**config.mk**
```make
export PLATFORM = sky130hd
export DESIGN_NAME = lsb_first_bit_packer
export DESIGN_NICKNAME = d
export VERILOG_FILES = /design/src/hdl/lbp_pkg.sv /design/src/hdl/lbp_merge.sv /design/src/hdl/lbp_emit.sv /design/src/hdl/lsb_first_bit_packer.sv
export SDC_FILE = /design/constraint.sdc
export NUM_CORES = 1
export LEC_CHECK = 0
export ABC_CLOCK_PERIOD_IN_PS = 6400
export BUFFER_PORTS_ARGS = -buffer_cell sky130_fd_sc_hd__buf_4
export CAP_MARGIN = 5
export CORE_ASPECT_RATIO = 0.75
export CORE_MARGIN = 8
export CORE_UTILIZATION = 30
export DETAILED_ROUTE_END_ITERATION = 6
export MAX_ROUTING_LAYER = met4
export PLACE_DENSITY_LB_ADDON = 0.15
export SYNTH_ARGS = -nofsm -noshare
export SYNTH_HDL_FRONTEND = slang
export SYNTH_SLANG_ARGS = --single-unit
```
**constraint.sdc**
```tcl
create_clock -name i_clk -period 6.4 [get_ports i_clk]
set_input_delay 1.28 -clock i_clk [delete_from_list [all_inputs] [get_ports i_clk]]
set_output_delay 1.28 -clock i_clk [all_outputs]
set_load 0.005 [all_outputs]
```
**src/hdl/lbp_pkg.sv**
```systemverilog
// Shared types, widths and helpers for the LSB-first bit packer.
`timescale 1ns / 1ps

package lbp_pkg;

    localparam int VALUE_W = 62;  // element width on the input
    localparam int WIDTH_W = 6;   // element width register
    localparam int PEND_W  = 7;   // pending bits kept between elements
    localparam int CNT_W   = 3;   // pending bit count
    localparam int BYTE_W  = 8;
    localparam int ACC_W   = 72;  // pending bits plus one element, whole bytes
    localparam int NBYTE_W = 4;   // bytes in one chunk, up to nine
    localparam int TOTAL_W = 7;   // pending count plus element width
    localparam int IN_TDATA_W  = 64;
    localparam int OUT_TDATA_W = 8;
    localparam logic [WIDTH_W-1:0] WIDTH_RESET = WIDTH_W'(8);

    // One element's worth of finished bytes, waiting to be sent
    typedef struct packed {
        logic [ACC_W-1:0]   word;
        logic [NBYTE_W-1:0] nbytes;
        logic               last;
    } t_chunk;

    // Mask that keeps the low w bits of an element
    function automatic logic [VALUE_W-1:0] value_mask(input logic [WIDTH_W-1:0] w);
        logic [WIDTH_W+VALUE_W-1:0] ones;
        ones = ({{(WIDTH_W+VALUE_W-1){1'b0}}, 1'b1} << w) - 1'b1;
        if (w >= WIDTH_W'(VALUE_W)) begin
            value_mask = '1;
        end else begin
            value_mask = ones[VALUE_W-1:0];
        end
    endfunction

endpackage

```
**src/hdl/lbp_merge.sv**
```systemverilog
// Merges each element with the pending bits and queues the completed bytes.
`timescale 1ns / 1ps

module lbp_merge (
    input  logic                         i_clk,
    input  logic                         i_rst_n,
    input  logic                         i_cfg_valid,
    input  logic [lbp_pkg::WIDTH_W-1:0]  i_cfg_data,
    input  logic                         i_valid,
    output logic                         o_ready,
    input  logic [lbp_pkg::VALUE_W-1:0]  i_value,
    input  logic                         i_last,
    output logic                         o_slot_vld,
    output lbp_pkg::t_chunk              o_slot,
    input  logic                         i_slot_take
);

    logic [lbp_pkg::WIDTH_W-1:0] r_elem_width;
    logic [lbp_pkg::PEND_W-1:0]  r_pend, n_pend;
    logic [lbp_pkg::CNT_W-1:0]   r_cnt, n_cnt;
    logic                        r_slot_vld;
    lbp_pkg::t_chunk             r_slot, n_slot;

    logic [lbp_pkg::VALUE_W-1:0] v_masked;
    logic [lbp_pkg::ACC_W-1:0]   acc;
    logic [lbp_pkg::ACC_W-1:0]   acc_rest;
    logic [lbp_pkg::TOTAL_W-1:0] total;
    logic [lbp_pkg::NBYTE_W-1:0] full_bytes;
    logic                        accept;

    // Take a request when the queue slot is free or drains this cycle
    assign o_ready = !r_slot_vld || i_slot_take;
    assign accept  = i_valid && o_ready;

    // Join pending bits below the masked element and count the bytes
    always_comb begin
        v_masked   = i_value & lbp_pkg::value_mask(r_elem_width);
        acc        = lbp_pkg::ACC_W'(r_pend)
                   | (lbp_pkg::ACC_W'(v_masked) << r_cnt);
        total      = lbp_pkg::TOTAL_W'(r_cnt) + lbp_pkg::TOTAL_W'(r_elem_width);
        full_bytes = total[lbp_pkg::TOTAL_W-1:3];
        acc_rest   = acc >> {full_bytes, 3'b000};

        n_slot.word   = acc;
        n_slot.last   = i_last;
        n_slot.nbytes = full_bytes;
        if (i_last && (total[2:0] != 3'd0)) begin
            n_slot.nbytes = full_bytes + 1'b1;
        end

        // Clear the pending state on a flush, otherwise keep the leftover for the next element
        if (i_last) begin
            n_pend = '0;
            n_cnt  = '0;
        end else begin
            n_pend = acc_rest[lbp_pkg::PEND_W-1:0];
            n_cnt  = total[2:0];
        end
    end

    // Hold the width register, the pending state and the slot valid flag
    always_ff @(posedge i_clk) begin
        if (!i_rst_n) begin
            r_elem_width <= lbp_pkg::WIDTH_RESET;
            r_pend       <= '0;
            r_cnt        <= '0;
            r_slot_vld   <= 1'b0;
        end else begin
            if (i_cfg_valid) begin
                r_elem_width <= i_cfg_data;
            end
            if (accept) begin
                r_pend <= n_pend;
                r_cnt  <= n_cnt;
            end
            if (accept && (n_slot.nbytes != '0)) begin
                r_slot_vld <= 1'b1;
            end else if (i_slot_take) begin
                r_slot_vld <= 1'b0;
            end
        end
    end

    // Load the queued chunk
    always_ff @(posedge i_clk) begin
        if (accept && (n_slot.nbytes != '0)) begin
            r_slot <= n_slot;
        end
    end

    assign o_slot_vld = r_slot_vld;
    assign o_slot     = r_slot;

endmodule

```
**src/hdl/lbp_emit.sv**
```systemverilog
// Sends a queued chunk out one byte per cycle while the output is ready, lowest byte first.
`timescale 1ns / 1ps

module lbp_emit (
    input  logic                          i_clk,
    input  logic                          i_rst_n,
    input  logic                          i_slot_vld,
    input  lbp_pkg::t_chunk               i_slot,
    output logic                          o_slot_take,
    output logic                          o_valid,
    input  logic                          i_ready,
    output logic [lbp_pkg::BYTE_W-1:0]    o_byte,
    output logic                          o_last
);

    logic [lbp_pkg::ACC_W-1:0]   r_word;
    logic [lbp_pkg::NBYTE_W-1:0] r_left;
    logic                        r_last;
    logic                        take;
    logic                        load;

    assign o_valid = (r_left != '0);
    assign take    = o_valid && i_ready;
    // Pull the next chunk when idle or when the final byte leaves now
    assign load    = i_slot_vld
                   && ((r_left == '0) || ((r_left == lbp_pkg::NBYTE_W'(1)) && i_ready));
    assign o_slot_take = load;

    // Advance the byte count
    always_ff @(posedge i_clk) begin
        if (!i_rst_n) begin
            r_left <= '0;
        end else if (load) begin
            r_left <= i_slot.nbytes;
        end else if (take) begin
            r_left <= r_left - 1'b1;
        end
    end

    // Shift the word down one byte per request
    always_ff @(posedge i_clk) begin
        if (load) begin
            r_word <= i_slot.word;
            r_last <= i_slot.last;
        end else if (take) begin
            r_word <= r_word >> lbp_pkg::BYTE_W;
        end
    end

    assign o_byte = r_word[lbp_pkg::BYTE_W-1:0];
    assign o_last = r_last && (r_left == lbp_pkg::NBYTE_W'(1));

endmodule

```
**src/hdl/lsb_first_bit_packer.sv**
```systemverilog
// Top level of the LSB-first variable-width bit packer.
`timescale 1ns / 1ps

// Packs elements of a programmable width (register, reset 8) densely into bytes,
// least significant bit first, carrying up to seven leftover bits between
// elements. An element's completed bytes (zero to nine) go into a one-chunk
// queue and leave one byte per cycle while the output is ready, so the output
// channel sets the sustained rate. A new element is accepted while the
// previous chunk is still being sent, as long as the queue slot is free or
// empties that cycle. An element flagged tlast flushes any partial byte
// zero-padded and marks the final byte, if any, with tlast.
// Write the width register only while the block is idle.
module lsb_first_bit_packer (
    input  logic                               i_clk,
    input  logic                               i_rst_n,
    input  logic                               i_cfg_valid,
    output logic                               o_cfg_ready,
    input  logic [lbp_pkg::WIDTH_W-1:0]        i_cfg_data,     // element width
    input  logic                               s_axis_tvalid,
    output logic                               s_axis_tready,
    input  logic [lbp_pkg::IN_TDATA_W-1:0]     s_axis_tdata,   // [61:0] value, rest zero
    input  logic                               s_axis_tlast,
    output logic                               m_axis_tvalid,
    input  logic                               m_axis_tready,
    output logic [lbp_pkg::OUT_TDATA_W-1:0]    m_axis_tdata,   // [7:0] out_byte
    output logic                               m_axis_tlast
);

    logic            slot_vld;
    logic            slot_take;
    lbp_pkg::t_chunk slot;

    assign o_cfg_ready = 1'b1;

    lbp_merge u_merge (
        .i_clk       (i_clk),
        .i_rst_n     (i_rst_n),
        .i_cfg_valid (i_cfg_valid),
        .i_cfg_data  (i_cfg_data),
        .i_valid     (s_axis_tvalid),
        .o_ready     (s_axis_tready),
        .i_value     (s_axis_tdata[lbp_pkg::VALUE_W-1:0]),
        .i_last      (s_axis_tlast),
        .o_slot_vld  (slot_vld),
        .o_slot      (slot),
        .i_slot_take (slot_take)
    );

    lbp_emit u_emit (
        .i_clk       (i_clk),
        .i_rst_n     (i_rst_n),
        .i_slot_vld  (slot_vld),
        .i_slot      (slot),
        .o_slot_take (slot_take),
        .o_valid     (m_axis_tvalid),
        .i_ready     (m_axis_tready),
        .o_byte      (m_axis_tdata),
        .o_last      (m_axis_tlast)
    );

endmodule

```
== Word-level counts from Yosys, hierarchy flattened ==
Index checks and enable logic that the tools add are counted.
Widths: inputs -> output; s select.
Word-level totals
  bits in registers: 171
  output and inout port bits: 12
Operators by class
  add/sub/neg operators: 4
  order comparisons: 1
  equal/unequal tests: 1
  shifts and indexed selects: 3
  multiplexer cells: 10
  bitwise operators: 2
  reductions and logical operators: 16
Operators by type and width (number)
  $mux 72: 2
  $or 7x72->72: 1
  $shl 62x3->72: 1
  $shr 72x7->7: 1
  $and 62x62->62: 1
  $mux 62: 1
  $shl 1x6->62 const A: 1
  $sub 62x1->62 const B: 1
  $mux 4: 3
  $reduce_bool 4->1: 2
  $add 3x6->7: 1
  $logic_and 1x1->1: 7
  $mux 7: 1
  $ge 6x6->1 const B: 1
  $add 4x1->4 const B: 1
  $eq 4x1->1 const B: 1
  $logic_not 4->1: 1
  $reduce_bool 2->1: 2
  $sub 4x1->4 const B: 1
  $mux 3: 1
  $reduce_bool 3->1: 1
  $logic_or 1x1->1: 2
  $mux 1: 2
  $logic_not 1->1: 1

== Longest topological paths before layout ==
  depth after elaboration: 8
  depth in mapped cells: 16
  mapped depth without buffers: 12

== Modules after synthesis ==
From an unflattened synthesis, not the netlist that was laid out.
Second synthesis, totals
  cell total of the unflattened synthesis: 1267
  area, all modules: 12490.7 µm²
By module, submodules not included
  lbp_merge: instances 1, cells each 1067, area an instance 8819.7 µm², seq. area each 2562.5 µm²
  lbp_emit: instances 1, cells each 198, area an instance 3659.8 µm², seq. area each 2272.2 µm²
  lsb_first_bit_packer: instances 1, cells each 2, area an instance 11.3 µm², seq. area each 0.0 µm²

== Worst setup path before layout ==
OpenSTA, ideal clock, no wires.
  path kind: reg-to-reg
  start point: reg u_merge.r_elem_width[0] in the netlist's numbering
  end point: reg u_merge.r_slot, in the netlist u_merge.o_slot[0], enable pin
  data arrival time: 5512 ps
  required time: 5892 ps
  path slack: 380 ps
  stages on the path, launching flop included: 12
  buffers on the path: 1
  cells stage by stage: dfxtp_1 ha_1 fa_1 a21oi_1 o211a_1 clkinv_1 buf_2 ha_1 nor2_1 a21oi_1 nor4_1 nor2_1
RTL lines
  start: declaration: line lbp_merge.sv:18  | logic [lbp_pkg::WIDTH_W-1:0] r_elem_width;
  start signal: assignment: line lbp_merge.sv:64  | r_elem_width <= lbp_pkg::WIDTH_RESET;
  start signal: assignment: line lbp_merge.sv:70  | r_elem_width <= i_cfg_data;
  end signal: assignment: line lbp_merge.sv:87  | r_slot <= n_slot;
  end: declaration: line lbp_merge.sv:22  | lbp_pkg::t_chunk r_slot, n_slot;

== Final worst setup path ==
  start point: reg u_merge.r_elem_width[5] in the netlist's numbering
  end point: reg u_merge.r_pend[6] in the netlist's numbering
Between the ends
  cells in the longest elaborated chain, start to end: 8
Ends and longest elaborated chain
  $shl 1x6->62: line lbp_pkg.sv:28  | ones = ({{(WIDTH_W+VALUE_W-1){1'b0}}, 1'b1} << w) - 1'b1;
  $sub 62x1->62: line lbp_pkg.sv:28
  $mux 62 *: line lbp_pkg.sv:29  | if (w >= WIDTH_W'(VALUE_W)) begin
  $and 62x62->62 *: line lbp_merge.sv:37  | v_masked = i_value & lbp_pkg::value_mask(r_elem_width);
  $shl 62x3->72 *: line lbp_merge.sv:39  | | (lbp_pkg::ACC_W'(v_masked) << r_cnt);
  $or 7x72->72 *: line lbp_merge.sv:39
  via u_merge.acc (one bit): line lbp_merge.sv:25  | logic [lbp_pkg::ACC_W-1:0] acc;
  $shr 72x7->7 *: line lbp_merge.sv:42  | acc_rest = acc >> {full_bytes, 3'b000};
  $mux 7 *: line lbp_merge.sv:52  | if (i_last) begin
  end signal: assignment: line lbp_merge.sv:73  | r_pend <= n_pend;
  end: declaration: line lbp_merge.sv:19  | logic [lbp_pkg::PEND_W-1:0] r_pend, n_pend;
The timed path passes the listed nets; every way through them passes the cells marked *.
A chain may end at the register's enable or synchronous reset.

==> results.sh <==
export IMPL_synth_adder_area_share=0.00990
export IMPL_gp_congestion=0.968
export IMPL_reg2reg_slack_ps=1500
export IMPL_critical_path_max_stage_delay_ps=590
export IMPL_worstMarginPinSlew_ps=1040
export IMPL_synth_compound_area_frac=0.252
export IMPL_dr_pass1_iters=7
export IMPL_wl_met1_um=25300
export IMPL_drtIter0Drc=1090
export IMPL_num_rows=63
export IMPL_top_layer_used="met4"
export IMPL_fmax_ghz=0.204
export IMPL_layout_common_cells="nand2_1, edfxtp_1, buf_4, nor2_1, o21ai_0"
export IMPL_grt_max_degree=75
export IMPL_layout_worst_path_cycle_share=0.765
export IMPL_critPathRequiredTime_ps=6710
export IMPL_cts_buffer_depth=2
export IMPL_grt_pass1_wl_um=74800
export IMPL_grt_pass1_vias=10800
export IMPL_finalHoldViolCount=0
export IMPL_period_needed_ps=4900
export IMPL_yosysSeqAreaShare=0.391
export IMPL_netlist_area_mm2=0.0121
export IMPL_fin_skew_ps=12.7
export IMPL_crit_fanout=14
export IMPL_ys_ff_latch=165
export IMPL_setup_viol=0
export IMPL_io_pins=88
export IMPL_fin_util=0.345
export IMPL_ys_types=95
export IMPL_diodes=0
export IMPL_syn_num_nets=1501
export IMPL_wl_per_cell_um=25.9
export IMPL_final_nets=1514
export IMPL_post_dp_cell_area_mm2=0.0131
export IMPL_cts_root_buf="clkbuf_16"
export IMPL_post_cts_buffers=0
export IMPL_layout_cells_non_filler=1961
export IMPL_cp_arrival_ps=5210
export IMPL_synthFlopType="edfxtp_1"
export IMPL_syn2layout_area_growth_pct=13.1
export IMPL_track_usage=0.219
export IMPL_postCtsHoldBufs=0
export IMPL_tritoncts="done"
export IMPL_synth_area_per_cell_um2=8.56
export IMPL_antenna_left=0
export IMPL_synthSimpleGateAreaFrac=0.221
export IMPL_drive_gt1_frac=0.146
export IMPL_rsz0062_at_grt="no"
export IMPL_seq_power_share=0.430
export IMPL_vias=11500
export IMPL_drt_drc_violations_left=0
export IMPL_status="complete, no violations"
export IMPL_dp_hpwl_um=38300
export IMPL_worst_path_most_repeated_cell="inv_1"
export IMPL_end_kind="flop"
export IMPL_drv_slew=0
export IMPL_htree_levels=4
export IMPL_maxCapViolCount=0
export IMPL_routed_wl_um=50800
export IMPL_placedCellCount=1930
export IMPL_synth_top_family_by_area="compound AO/OA/AOI/OAI gates"
export IMPL_vias_per_cell=5.86
export IMPL_power_density_mw_per_mm2=304
export IMPL_portBuffers=84
export IMPL_ir_drop_v=0.000184
export IMPL_overflow=0
export IMPL_cts_resized=0
export IMPL_dieHeight_um=190
export IMPL_clkSlewWorstSetupHoldPaths_ps=70
export IMPL_synth_edf_count=144
export IMPL_fin_area_mm2=0.0137
export IMPL_relSlewSlack=0.297
export IMPL_async_reset_ff_frac=0
export IMPL_switchingPower_uw=1470
export IMPL_swShare=0.352
export IMPL_yosysWarnings=0
export IMPL_power_leakage_uw=0.00536
export IMPL_critical_path_class="flop to flop"
export IMPL_grt_antenna_before_repair=2
export IMPL_combPwrFrac=0.326
export IMPL_clkPwrFrac=0.244
export IMPL_route_met3_wl_um=4600
export IMPL_initial_utilization=0.305
export IMPL_slowest_stage="nor4b_4"
export IMPL_finalSetupTns_ps=0
export IMPL_clock_sinks=165
export IMPL_synth_cells=1416
export IMPL_wl_met2_um=20600
export IMPL_die_x_um=248
export IMPL_hp_class="flop to flop"
export IMPL_clk_insertion_delay_late_ps=440
export IMPL_path_cells="inv_1 > nand3_1 > ha_1 > inv_1 > a31oi_2 > nand2_1 > nor4b_4 > nor2_1 > o31ai_1 > a21boi_0 > o2111ai_1 > o21ai_1"
export IMPL_synth_xor_area_frac=0.00867
export IMPL_cp_start_kind="flop"
export IMPL_numCtsBuffers=17
export IMPL_fillers=4184
export IMPL_final_common_cell="nand2_1"
export IMPL_p_int_uw=2700
export IMPL_die_area_mm2=0.0472
export IMPL_synthMuxAreaShare=0.0622
export IMPL_fp_coreArea_mm2=0.0397
==> state kept, by name (all words and copies together), names as in the netlist <==
| register | flops |
|---|---|
| u_emit.r_last | 1 |
| u_merge.r_elem_width | 6 |
| u_merge.r_cnt | 3 |
| u_merge.r_pend | 7 |
| u_merge.o_slot | 74 |
| u_merge.o_slot_vld | 1 |
| u_emit.r_left | 4 |
| u_emit.r_word | 69 |
==> worst paths after layout <==
path                                               from                 to  depth (start not counted)
worst max register to register  u_merge.r_elem_width[5]  u_merge.r_pend[6]                         12
worst max-delay path            u_merge.r_elem_width[5]  u_merge.r_pend[6]                         12
worst min register to register        u_merge.o_slot[0]      u_emit.r_last                          0
worst min-delay path                  u_merge.o_slot[0]      u_emit.r_last                          0
==> power by group through the flow <==
stage	Combinational [uW]	Sequential [uW]	Clock (uW)
4_1_cts	1360	1790	1040
2_1_floorplan	905	1800	0
3_5_place_dp	1360	1810	0
3_3_place_gp	1360	1810	0
6_report	1360	1790	1020
5_1_grt	1510	1830	1080
==> worst max-delay path, delay by kind of cell (launching register included) <==
| family | cells | cell delay (ps) |
|---|---|---|
| AOI/OAI and AO/OA | 5 | 1690 |
| and+or+nand+nor | 4 | 1230 |
| buffers and inverters | 2 | 820 |
| adders and majority gates | 1 | 520 |
| DFF | 1 | 480 |
==> cell families after synthesis <==
logic type | after synthesis
and+or+nand+nor | 581
xor gates and xnor gates | 12
DFF | 165
muxes | 69
adders and majority gates | 9
other | 1
buffers and inverters | 153
AOI/OAI and AO/OA | 426
==> area by class of cell <==
cell class,count,area [um^2],area share
inverter,27,101,0.00739
multi-input combinational,1098,6730,0.491
timing repair buffer,120,913,0.0666
clock inverter,11,129,0.00940
clock buffer,20,437,0.0318
tap,520,651,0.0474
sequential,165,4750,0.347
==> through the flow <==
step	power (uW)	worst slack (ps)	hold WS, ps
detailed placement	3170	1780	414
finish	4160	1500	433
global route	4420	1300	445
floorplan	2710	380	400
global placement	3170	1750	405
CTS	4190	1740	435
==> cell usage after synthesis, drive strengths merged, types with 14 or more instances <==
cell / number / area, um^2
and3: 14 / 87.6
a21oi: 65 / 329
and2: 23 / 144
a211oi: 15 / 113
dfxtp: 21 / 420
buf: 49 / 270
a31oi: 23 / 150
o211ai: 37 / 278
nand2: 293 / 1100
edfxtp: 144 / 4320
clkbuf: 77 / 289
o21ai: 83 / 419
nor2b: 18 / 113
nand3: 41 / 205
a21o: 19 / 143
o21a: 16 / 120
nor3: 20 / 100
mux2i: 54 / 541
inv: 26 / 97.6
nor2: 101 / 382
==> per-layer routing <==
metal / global-route usage / vias to the layer above
li1: - / 5311
met1: 0.332 / 5632
met2: 0.298 / 523
met3: 0.0496 / 24
met4: 0.0267 / 0
met5: - / -
Note: power is estimated with default switching activity, not from simulation.
